$ cat config.mk
export PLATFORM = sky130hd
export DESIGN_NAME = bounded_history_cursor_buffer_core
export DESIGN_NICKNAME = d
export VERILOG_FILES = /design/src/design/bhcb_pkg.sv /design/src/design/bhcb_store.sv /design/src/design/bounded_history_cursor_buffer_core.sv
export SDC_FILE = /design/constraint.sdc
export NUM_CORES = 2
export LEC_CHECK = 0
export ABC_AREA = 0
export BUFFER_PORTS_ARGS = -buffer_cell sky130_fd_sc_hd__buf_2
export CORE_ASPECT_RATIO = 0.7
export CORE_MARGIN = 5
export CORE_UTILIZATION = 39
export CTS_BUF_LIST = sky130_fd_sc_hd__clkbuf_4 sky130_fd_sc_hd__clkbuf_8 sky130_fd_sc_hd__clkbuf_16
export CTS_CLUSTER_SIZE = 24
export DETAILED_ROUTE_END_ITERATION = 12
export PLACE_DENSITY = 0.52
export SYNTH_ARGS = -nofsm -noshare
export SYNTH_HDL_FRONTEND = slang
export SYNTH_SLANG_ARGS = --single-unit
export TNS_END_PERCENT = 5
$ cat constraint.sdc
create_clock -name clock -period 12.45 [get_ports clock]
set_clock_uncertainty 0.2 [all_clocks]
set_input_delay 1.245 -clock clock [delete_from_list [all_inputs] [get_ports clock]]
set_output_delay 1.245 -clock clock [all_outputs]
set_load 0.02 [all_outputs]
$ cat src/design/bhcb_pkg.sv
package bhcb_pkg;

   localparam int REQ_TDATA_W = 72;
   localparam int RSP_TDATA_W = 80;
   localparam int CSR_INDEX_W = 8;
   localparam int CSR_DATA_W  = 64;
   localparam int PORT_TAG_W  = 64;
   localparam int STEP_W      = 8;
   localparam int CAP_REG_W   = 7;
   localparam int CURSOR_OUT_W = 6;
   localparam int COUNT_OUT_W  = 7;

   typedef logic [1:0] action_type;
   localparam action_type ACT_VISIT   = 2'd0;
   localparam action_type ACT_BACK    = 2'd1;
   localparam action_type ACT_FORWARD = 2'd2;

   localparam logic [CSR_INDEX_W-1:0] CSR_HOME_TAG = 8'd0;
   localparam logic [CSR_INDEX_W-1:0] CSR_CAPACITY = 8'd1;

   typedef logic [1:0] tag_src_type;
   localparam tag_src_type SRC_STORE = 2'd0;
   localparam tag_src_type SRC_HOME  = 2'd1;
   localparam tag_src_type SRC_VISIT = 2'd2;

endpackage

$ cat src/design/bhcb_store.sv
module bhcb_store #(
   parameter int DEPTH     = 64,
   parameter int TAG_WIDTH = 64
) (
   input  logic                         clock,
   input  logic                         wr_en,
   input  logic [$clog2(DEPTH)-1:0]     wr_addr,
   input  logic [TAG_WIDTH-1:0]         wr_data,
   input  logic                         rd_en,
   input  logic [$clog2(DEPTH)-1:0]     rd_addr,
   output logic [TAG_WIDTH-1:0]         rd_data
);

   logic [TAG_WIDTH-1:0] mem [DEPTH];
   logic [TAG_WIDTH-1:0] rd_data_ff;

   always_ff @(posedge clock) begin
      if (wr_en) begin
         mem[wr_addr] <= wr_data;
      end
   end

   always_ff @(posedge clock) begin
      if (rd_en) begin
         rd_data_ff <= mem[rd_addr];
      end
   end

   assign rd_data = rd_data_ff;

endmodule

$ cat src/design/bounded_history_cursor_buffer_core.sv
// Bounded page history with a cursor, kept as a ring in a single-port-write,
// registered-read store. Each request word (visit, back or forward) returns one
// response word with the tag under the cursor, the cursor position and the entry
// count. On acceptance a request updates the ring pointers, writes the store on
// a visit and issues the store read; the result then moves into the response
// register once that register is empty or being taken, and no new request is
// accepted until it has moved. A visited tag is forwarded straight to the
// response, and slot 0 reads the home tag until a visit first overwrites it.
// There is no clearing pass after reset. Configuration writes are always taken
// and must only be issued while no request is in flight.
module bounded_history_cursor_buffer_core #(
   parameter int DEPTH     = 64,
   parameter int TAG_WIDTH = 64
) (
   input  logic                                   clock,
   input  logic                                   reset,
   input  logic                                   req_tvalid,
   output logic                                   req_tready,
   // page_tag[63:0], step_count[71:64]
   input  logic [bhcb_pkg::REQ_TDATA_W-1:0]       req_tdata,
   // action[1:0]
   input  bhcb_pkg::action_type                   req_tuser,
   output logic                                   rsp_tvalid,
   input  logic                                   rsp_tready,
   // current_tag[63:0], cursor_position[69:64], entry_count[76:70], zero pad
   output logic [bhcb_pkg::RSP_TDATA_W-1:0]       rsp_tdata,
   input  logic                                   csr_valid,
   output logic                                   csr_ready,
   input  logic [bhcb_pkg::CSR_INDEX_W-1:0]       csr_index,
   input  logic [bhcb_pkg::CSR_DATA_W-1:0]        csr_data
);

   localparam int PTR_W = $clog2(DEPTH);
   localparam int CNT_W = $clog2(DEPTH + 1);
   localparam int CW    = (CNT_W > bhcb_pkg::CAP_REG_W) ? CNT_W : bhcb_pkg::CAP_REG_W;
   localparam int SW    = ((PTR_W > bhcb_pkg::STEP_W) ? PTR_W : bhcb_pkg::STEP_W) + 1;

   function automatic logic [PTR_W-1:0] ring_slot(input logic [PTR_W-1:0] base,
                                                  input logic [CNT_W-1:0] offset);
      logic [CNT_W:0] sum;
      sum = (CNT_W + 1)'(base) + (CNT_W + 1)'(offset);
      if (sum >= (CNT_W + 1)'(DEPTH)) begin
         sum = sum - (CNT_W + 1)'(DEPTH);
      end
      return sum[PTR_W-1:0];
   endfunction

   logic [TAG_WIDTH-1:0]         home_tag_ff;
   logic [bhcb_pkg::CAP_REG_W-1:0] capacity_ff;
   logic [PTR_W-1:0]             oldest_ff, oldest_in;
   logic [CNT_W-1:0]             count_ff, count_in;
   logic [PTR_W-1:0]             cursor_ff, cursor_in;
   logic                         home_unwritten_ff, home_unwritten_in;
   logic                         pending_ff;
   bhcb_pkg::tag_src_type        src_ff, src_in;
   logic [TAG_WIDTH-1:0]         visit_tag_ff;
   logic                         rsp_tvalid_ff;
   logic [bhcb_pkg::RSP_TDATA_W-1:0] rsp_tdata_ff;

   bhcb_pkg::action_type         action;
   logic [TAG_WIDTH-1:0]         page_tag;
   logic [bhcb_pkg::STEP_W-1:0]  step_count;
   logic                         req_accept, rsp_load;

   logic [CW-1:0]                cap_wide;
   logic [CNT_W-1:0]             cap_eff;
   logic [CNT_W-1:0]             kept;
   logic [SW-1:0]                target, last_pos;
   logic                         wr_en;
   logic [PTR_W-1:0]             wr_addr, rd_addr;
   logic [TAG_WIDTH-1:0]         rd_data;
   logic [TAG_WIDTH-1:0]         result_tag;
   logic [31:0]                  cursor_wide, count_wide;

   assign action     = req_tuser;
   assign page_tag   = req_tdata[0 +: TAG_WIDTH];
   assign step_count = req_tdata[bhcb_pkg::PORT_TAG_W +: bhcb_pkg::STEP_W];

   assign req_tready = !pending_ff;
   assign req_accept = req_tvalid && req_tready;
   assign rsp_load   = pending_ff && (!rsp_tvalid_ff || rsp_tready);
   assign csr_ready  = 1'b1;

   always_comb begin
      cap_wide = CW'(capacity_ff);
      if (cap_wide < CW'(2)) begin
         cap_wide = CW'(2);
      end
      if (cap_wide > CW'(DEPTH)) begin
         cap_wide = CW'(DEPTH);
      end
      cap_eff = cap_wide[CNT_W-1:0];
   end

   always_comb begin
      oldest_in         = oldest_ff;
      count_in          = count_ff;
      cursor_in         = cursor_ff;
      home_unwritten_in = home_unwritten_ff;
      wr_en             = 1'b0;
      wr_addr           = ring_slot(oldest_ff, CNT_W'(cursor_ff));
      kept              = CNT_W'(cursor_ff) + CNT_W'(1);
      target            = SW'(cursor_ff) + SW'(step_count);
      last_pos          = SW'(count_ff) - SW'(1);
      unique case (action)
         bhcb_pkg::ACT_VISIT: begin
            if (kept > count_ff) begin
               kept = count_ff;
            end
            if (kept >= cap_eff) begin
               oldest_in = ring_slot(oldest_ff, kept - (cap_eff - CNT_W'(1)));
               kept      = cap_eff - CNT_W'(1);
            end
            wr_addr   = ring_slot(oldest_in, kept);
            wr_en     = req_accept;
            count_in  = kept + CNT_W'(1);
            cursor_in = kept[PTR_W-1:0];
            if (wr_addr == '0) begin
               home_unwritten_in = 1'b0;
            end
         end
         bhcb_pkg::ACT_BACK: begin
            if (SW'(cursor_ff) >= SW'(step_count)) begin
               cursor_in = cursor_ff - PTR_W'(step_count);
            end else begin
               cursor_in = '0;
            end
         end
         bhcb_pkg::ACT_FORWARD: begin
            if (target > last_pos) begin
               cursor_in = last_pos[PTR_W-1:0];
            end else begin
               cursor_in = target[PTR_W-1:0];
            end
         end
         default: begin
         end
      endcase
      rd_addr = ring_slot(oldest_in, CNT_W'(cursor_in));
      if (action == bhcb_pkg::ACT_VISIT) begin
         src_in = bhcb_pkg::SRC_VISIT;
      end else if (rd_addr == '0 && home_unwritten_ff) begin
         src_in = bhcb_pkg::SRC_HOME;
      end else begin
         src_in = bhcb_pkg::SRC_STORE;
      end
   end

   bhcb_store #(
      .DEPTH     (DEPTH),
      .TAG_WIDTH (TAG_WIDTH)
   ) u_store (
      .clock   (clock),
      .wr_en   (wr_en),
      .wr_addr (wr_addr),
      .wr_data (page_tag),
      .rd_en   (req_accept),
      .rd_addr (rd_addr),
      .rd_data (rd_data)
   );

   always_ff @(posedge clock) begin
      if (reset) begin
         home_tag_ff <= '0;
         capacity_ff <= bhcb_pkg::CAP_REG_W'(64);
      end else if (csr_valid && csr_ready) begin
         if (csr_index == bhcb_pkg::CSR_HOME_TAG) begin
            home_tag_ff <= csr_data[TAG_WIDTH-1:0];
         end else if (csr_index == bhcb_pkg::CSR_CAPACITY) begin
            capacity_ff <= csr_data[bhcb_pkg::CAP_REG_W-1:0];
         end
      end
   end

   always_ff @(posedge clock) begin
      if (reset) begin
         oldest_ff         <= '0;
         count_ff          <= CNT_W'(1);
         cursor_ff         <= '0;
         home_unwritten_ff <= 1'b1;
         pending_ff        <= 1'b0;
         src_ff            <= bhcb_pkg::SRC_STORE;
      end else begin
         if (req_accept) begin
            oldest_ff         <= oldest_in;
            count_ff          <= count_in;
            cursor_ff         <= cursor_in;
            home_unwritten_ff <= home_unwritten_in;
            src_ff            <= src_in;
            pending_ff        <= 1'b1;
         end else if (rsp_load) begin
            pending_ff <= 1'b0;
         end
      end
   end

   always_ff @(posedge clock) begin
      if (req_accept) begin
         visit_tag_ff <= page_tag;
      end
   end

   always_comb begin
      case (src_ff)
         bhcb_pkg::SRC_VISIT: result_tag = visit_tag_ff;
         bhcb_pkg::SRC_HOME:  result_tag = home_tag_ff;
         default:             result_tag = rd_data;
      endcase
      cursor_wide = 32'(cursor_ff);
      count_wide  = 32'(count_ff);
   end

   always_ff @(posedge clock) begin
      if (reset) begin
         rsp_tvalid_ff <= 1'b0;
      end else if (rsp_load) begin
         rsp_tvalid_ff <= 1'b1;
      end else if (rsp_tready) begin
         rsp_tvalid_ff <= 1'b0;
      end
   end

   always_ff @(posedge clock) begin
      if (rsp_load) begin
         rsp_tdata_ff <= {3'b000, count_wide[bhcb_pkg::COUNT_OUT_W-1:0],
                          cursor_wide[bhcb_pkg::CURSOR_OUT_W-1:0],
                          bhcb_pkg::PORT_TAG_W'(result_tag)};
      end
   end

   assign rsp_tvalid = rsp_tvalid_ff;
   assign rsp_tdata  = rsp_tdata_ff;

   a_cursor_in_range: assert property (@(posedge clock) disable iff (reset)
      CNT_W'(cursor_ff) < count_ff)
      else $error("cursor beyond last kept entry");

   a_count_in_range: assert property (@(posedge clock) disable iff (reset)
      count_ff >= CNT_W'(1) && count_ff <= CNT_W'(DEPTH))
      else $error("entry count out of range");

   a_accept_pends: assert property (@(posedge clock) disable iff (reset)
      req_accept |=> pending_ff)
      else $error("accepted request not pending");

   a_pending_holds: assert property (@(posedge clock) disable iff (reset)
      pending_ff && !rsp_load |=> pending_ff && $stable(src_ff) && $stable(cursor_ff))
      else $error("stalled request changed state");

endmodule
Word level (Yosys, flattened, before mapping)
Memory sizes are Yosys's and may differ from the RTL's. A register that Yosys moved wholly into a read port is not among the register bits.
Index checks and enable logic that the tools add are counted.
- add/sub/neg operators: 15
- equal/unequal tests: 5
- $lt $le $gt $ge: 10
- bitwise logic cells: 1
- muxes and demuxes: 28
- reductions and logical operators: 16
- operators with widths (operator ; count):
    64-bit case mux with 2 select lines ; 1
    6-bit two-way mux ; 11
    7-bit two-way mux ; 6
    6-bit by 1-bit subtractor with 6-bit output (second input constant) ; 4
    6-bit case mux with 3 select lines ; 1
    6-bit by 7-bit adder with 8-bit output ; 2
    8-bit by 7-bit >= comparator with 1-bit output (second input constant) ; 2
    6-bit by 6-bit adder with 7-bit output ; 2
    7-bit >= comparator (second input constant) ; 2
    6-bit logical NOT ; 2
    6-bit by 8-bit adder with 9-bit output ; 1
    9-bit > comparator ; 1
    8-bit by 1-bit equality test with 1-bit output (second input constant) ; 1
    6-bit by 8-bit >= comparator with 1-bit output ; 1
    8-bit logical NOT ; 1
    1-bit two-way mux ; 8
    7-bit by 1-bit subtractor with 8-bit output (second input constant) ; 1
    6-bit by 1-bit adder with 7-bit output (second input constant) ; 1
    7-bit by 1-bit adder with 7-bit output (second input constant) ; 1
    7-bit >= comparator ; 1
    7-bit > comparator ; 1
    7-bit > comparator (second input constant) ; 1
    7-bit by 2-bit less-than comparator with 1-bit output (second input constant) ; 1
    7-bit by 1-bit subtractor with 7-bit output (second input constant) ; 1
    other kinds (13) ; 21
- memory bits (writable): 4096
- register bits after elaboration: 236
- output and inout bits: 83
- input bits: 151
- memories kept: 1
- memories (name ; words ; bits a word ; read ports ; clocked after Yosys merged registers in ; wr ports ; RTL line ; text):
    u_store.mem ; 64 ; 64 ; 1 ; 1 ; 1 ; bhcb_store.sv:14 ; logic [TAG_WIDTH-1:0] mem [DEPTH];

Logic depth before layout (Yosys ltp)
- word-level depth: 19
- mapped depth: 33

Modules after synthesis
From an unflattened synthesis, not the netlist that was laid out.
- cells, all modules: 7833
- area, all modules: 168989.6 µm²
- modules (own cells, without submodules) (module ; cells each ; times used ; area each (µm²) ; sequential area each (µm²)):
    bhcb_store ; 6598 ; 1 ; 156989.3 ; 124919.8
    bounded_history_cursor_buffer_core ; 1235 ; 1 ; 12000.3 ; 6135.9

Least setup slack after synthesis
OpenSTA, ideal clock, no wires.
- kind: register to register
- start: register cursor_ff[1]
- end: memory u_store.mem[0][0], enable pin
- buffers on the path: 2
- stages on the path, launching flop included: 30
- arrival time: 8.743 ns
- required time: 11.763 ns
- setup slack: 3.021 ns
- path through: dfxtp_1 > ha_1 > nand3_1 > xnor2_1 > ha_1 > nand4_1 > a21o_1 > a21oi_4 > mux2i_1 > inv_1 > ha_1 > a21o_1 > a31oi_1 > o21a_1 > o21ai_1 > clkbuf_1 > buf_1 > nor2_1 > a21oi_1 > ha_1 > a21o_1 > a21oi_1 > o21bai_1 > a21oi_1 > xor2_1 > xnor2_1 > xnor2_1 > o21ai_0 > nand2_1 > nor2_1
- longest elaborated chain between the ends: 15
- elaborated cells between the ends (all ways): 24
- RTL lines (what ; RTL line ; text):
    start: declaration ; bounded_history_cursor_buffer_core.sv:52 ; logic [PTR_W-1:0] cursor_ff, cursor_in;
    start signal: assignment ; bounded_history_cursor_buffer_core.sv:187 ; cursor_ff <= cursor_in;
    6-bit by 1-bit adder with 7-bit output ; bounded_history_cursor_buffer_core.sv:102 ; kept = CNT_W'(cursor_ff) + CNT_W'(1);
    7-bit > comparator ; bounded_history_cursor_buffer_core.sv:107 ; if (kept > count_ff) begin
    7-bit two-way mux ; bounded_history_cursor_buffer_core.sv:107 ;
    7-bit two-way mux ; bounded_history_cursor_buffer_core.sv:105 ; unique case (action)
    7-bit subtractor ; bounded_history_cursor_buffer_core.sv:111 ; oldest_in = ring_slot(oldest_ff, kept - (cap_eff - CNT_W'(1)));
    6-bit by 7-bit adder with 8-bit output ; bounded_history_cursor_buffer_core.sv:41 ; sum = (CNT_W + 1)'(base) + (CNT_W + 1)'(offset);
    8-bit by 7-bit >= comparator with 1-bit output or 6-bit by 1-bit subtractor with 6-bit output (tied branches) ; bounded_history_cursor_buffer_core.sv:42, bounded_history_cursor_buffer_core.sv:43 ;
    6-bit two-way mux ; bounded_history_cursor_buffer_core.sv:42 ; if (sum >= (CNT_W + 1)'(DEPTH)) begin
    6-bit two-way mux ; bounded_history_cursor_buffer_core.sv:110 ; if (kept >= cap_eff) begin
    6-bit two-way mux ; bounded_history_cursor_buffer_core.sv:105 ;
    6-bit by 7-bit adder with 8-bit output ; bounded_history_cursor_buffer_core.sv:41 ;
    8-bit by 7-bit >= comparator with 1-bit output or 6-bit by 1-bit subtractor with 6-bit output (tied branches) ; bounded_history_cursor_buffer_core.sv:42, bounded_history_cursor_buffer_core.sv:43 ;
    6-bit two-way mux ; bounded_history_cursor_buffer_core.sv:42 ;
    6-bit two-way mux ; bounded_history_cursor_buffer_core.sv:105 ;
    6-bit two-way mux (*) ; bounded_history_cursor_buffer_core.sv:105 ;
    end: declaration ; bhcb_store.sv:14 ;
Every way passes the cells marked *; elsewhere a longest branch is shown, timed or not. The select of a mux whose other input is x is not followed.

Worst setup path in the final report
- start: register cursor_ff[1]
- end: register u_store.rd_data_ff[13], in the netlist u_store.rd_data[13] (read register of u_store.mem), data pin
- elaborated cells between the ends (all ways): 26
- RTL lines (what ; RTL line ; text):
    6-bit by 1-bit adder with 7-bit output ; bounded_history_cursor_buffer_core.sv:102 ;
    7-bit > comparator ; bounded_history_cursor_buffer_core.sv:107 ;
    7-bit two-way mux ; bounded_history_cursor_buffer_core.sv:107 ;
    7-bit two-way mux ; bounded_history_cursor_buffer_core.sv:105 ;
    7-bit >= comparator ; bounded_history_cursor_buffer_core.sv:110 ;
    7-bit two-way mux ; bounded_history_cursor_buffer_core.sv:110 ;
    7-bit two-way mux ; bounded_history_cursor_buffer_core.sv:105 ;
    6-bit case mux with 3 select lines (*) ; bounded_history_cursor_buffer_core.sv:105 ;
    via cursor_in[0] ; bounded_history_cursor_buffer_core.sv:52 ;
    6-bit by 6-bit adder with 7-bit output (*) ; bounded_history_cursor_buffer_core.sv:41 ;
    6-bit by 1-bit subtractor with 6-bit output or 7-bit >= comparator (tied branches) ; bounded_history_cursor_buffer_core.sv:43, bounded_history_cursor_buffer_core.sv:42 ;
    6-bit two-way mux (*) ; bounded_history_cursor_buffer_core.sv:42 ;
    end: declaration ; bhcb_store.sv:15 ; logic [TAG_WIDTH-1:0] rd_data_ff;
The timed path passes the listed nets; every way through them passes the cells marked *. The select of a mux whose other input is x is not followed.
A chain may end at the register's enable or synchronous reset.

==> metrics.cfg <==
[setup_path]
slowest_delay_ps = 1450
cp-end-kind = flop
worst_path_max_delay_cell = fa_4
worst_ep_required_time_ps = 12960
crit_family = adder cells
critPathLaunchType = flop
worstPathArrival_ps = 10360
cp.buffers_inverters = 3
path_class = reg -> reg
path_max_fanout = 58
crit_top_cell = mux2i_1

[floorplanning]
fp.dieW_um = 797
io-pin-count = 234
die-area_um2 = 447000
die_h_um = 561
core_area_um2 = 432000
initial_core_util = 0.391
rows = 202

[route]
via_per_inst = 6.03
routedWlPerCell_um = 37.3
vias = 83400
wirelength_mm = 516
dr.pass1.iters = 6
ant_nets = 0
drc = 0
drt-initial-drc-count = 11600

[logic_synthesis]
ys_seq_area_frac = 0.775
synth_area_leaders = edfxtp_1 (76%), mux4_2 (17%), mux2i_1 (1.3%)
syn_area_um2 = 169000
synth_edf_count = 4301
async_flop_share = 0
ys_warn_count = 0
synth_ff_type = edfxtp_1
yosysUniqueCellTypes = 62
post-synth-top-area-cell = edfxtp_1
ys_ff_latch = 4396
yosysTopAreaCellShare = 0.764
synthCells = 7204
postSynthAreaPerCell_um2 = 23.5

[min_path]
hold_class = in -> reg

[place]
place_congestion = 0.784
portBuffers = 229
place_hpwl_mm = 268

[timing]
fmaxAchievable_mhz = 102
rsz0062_at_grt = false
setup_violations = 0
fin_tns_setup_ps = 0
relSlewSlack = 0.108
fin_crit_sh = 0.791
tightest_slew_ps = 1330
finalHoldViolCount = 0
post-route-min-period_ps = 9850
drv_slew = 0

[clock_network]
clk_pin_slew_ps = 70
postCtsSetupRepairBufs = 0
cts_htree_levels = 5
numCtsBuffers = 433
cts_hold_buf = 0
cts_resized = 0
clkLatencyLatePin_ps = 1040
tritoncts = yes
clockBufferDepth = 4
cts_sinks = 4396
cts_root_buf = clkbuf_16

[grt]
grt_max_degree = 118
track_usage = 0.226
grt_pass1_vias = 81300
grt_pass1_wl_mm = 701
globalRouteOverflowTotal = 0
antenna_found_initial = 57

[final_layout]
fin_nets = 7944
fillerInstances = 36200
layout-drive-gt1-share = 0.310
final_util = 0.446
area_growth_pct = 14.0

[pwr]
p_leak_uw = 0.0595
ir_worst_vdd_mv = 0.182
powerDensity_nw_per_um2 = 183

[status]
status = completed

[flow_run]
max_cap_viol_count = 0

[final timing paths]
path,start,end,slack (ps),cells past startpoint
worst min register to register,home_tag_ff[22],home_tag_ff[22],260,2
worst max-delay path,cursor_ff[1],u_store.rd_data[13],2600,25
worst max register to register,cursor_ff[1],u_store.rd_data[13],2600,25
worst min-delay path,csr_data[21],home_tag_ff[21],260,3
[where the power goes]
group / switching, uW / total [uW] / internal (uW)
combinational: 2980 / 5590 / 2610
clock: 5690 / 13000 / 7280
sequential: 205 / 16700 / 16500
total: 8870 / 35300 / 26400
[layout make-up]
cell class | count | area (um2) | share of cell area
flip-flops and latches | 4396 | 131000 | 0.680
multi-input cells | 2385 | 36800 | 0.191
clock buffers | 525 | 11600 | 0.0602
well taps | 5712 | 7150 | 0.0371
repair buffers | 452 | 3540 | 0.0183
clock inverters | 279 | 2380 | 0.0123
inverters | 52 | 203 | 0.00105
diodes | 16 | 40.0 | 0.000208
[synth_stat cells, types with 5 or more instances]
master and count:
mux2i_1 213, nor3_1 11, ha_1 66, nor2_1 119, a21o_1 11, a22oi_1 64
a211oi_1 14, inv_1 52, nand3_1 14, xor2_1 14, nand2_1 257, o21ai_0 93
buf_12 11, o21a_1 6, edfxtp_1 4301, mux4_2 1280, a21oi_1 106, nand4_1 6
dfxtp_1 95, fa_1 7, xnor2_1 32, clkbuf_1 306, buf_1 48, and3_1 5
nand2b_1 5
[per-stage QoR]
step	cells	hold WS, ps	instance area (um2)	total power, uW	setup WS, ps
after floorplan	7206	218	169000	20700	3020
after global placement	13000	250	179000	22700	2850
after detailed placement	13000	244	179000	22700	2680
after CTS	13800	160	193000	35600	2650
after global routing	13800	213	193000	36500	2060
final	13800	259	193000	35300	2600
[cell families after synthesis]
family,Yosys count,synth area share
AND/OR/NAND/NOR,439,0.0106
other,2,0.0000444
adder cells (fa/ha/maj),73,0.00571
AO/OA/AOI/OAI,324,0.0116
multiplexers,1496,0.183
buffers and inverters,425,0.0108
XOR/XNOR,49,0.00272
flip-flops,4396,0.775
[sequential cells by signal, indices dropped and copies added, names as in the netlist]
signal and cells:
u_store.mem 4096, rsp_tdata 77, home_tag_ff 64, u_store.rd_data 64
visit_tag_ff 64, capacity_ff 7, count_ff 7, cursor_ff 6
oldest_ff 6, src_ff 2, home_unwritten_ff 1, pending_ff 1
rsp_tvalid 1
[cell usage in the layout (no fill, tap or decap), types with 5 or more instances in the layout]
cell type and n:
fa_1 6, bufinv_16 31, inv_6 7, a21oi_1 105, clkinv_1 112, nand2_1 257, nor3_1 11, clkinv_16 7
buf_4 167, nand2b_1 5, clkinvlp_4 8, and3_1 5, clkbuf_4 86, diode_2 16, o21ai_0 93, clkbuf_16 436
nor2_1 54, a22oi_1 64, edfxtp_1 4301, buf_2 228, mux4_2 1280, nand4_1 6, mux2i_1 213, clkinv_2 102
buf_12 57, o21a_1 6, xnor2_1 29, nor2_4 65, a211oi_1 14, ha_1 63, a21o_1 11, nand3_1 14
dfxtp_1 95, xor2_1 14, inv_1 51
[worst register-to-register path, stage by stage, from the launching register on]
cell	delay, ps
dfxtp_1	660
ha_1	290
nand3_1	130
xnor2_1	210
ha_1	340
nand4_1	130
a21o_1	220
a21oi_4	310
mux2i_1	420
inv_1	130
ha_1	320
a21o_1	120
a31oi_1	40
o21a_1	200
o21ai_2	810
mux2i_1	450
a21oi_1	260
a21oi_1	100
ha_4	210
fa_4	1450
buf_4	460
buf_4	700
mux4_2	560
mux4_2	510
mux2i_1	270
mux2i_1	110
[per-layer routing]
metal,GRT usage,wire length (um)
met5,0,220
met1,0.350,228000
met2,0.335,230000
met3,0.0454,46700
met4,0.0458,10400
No activity file was read; power rests on OpenSTA's default activity.
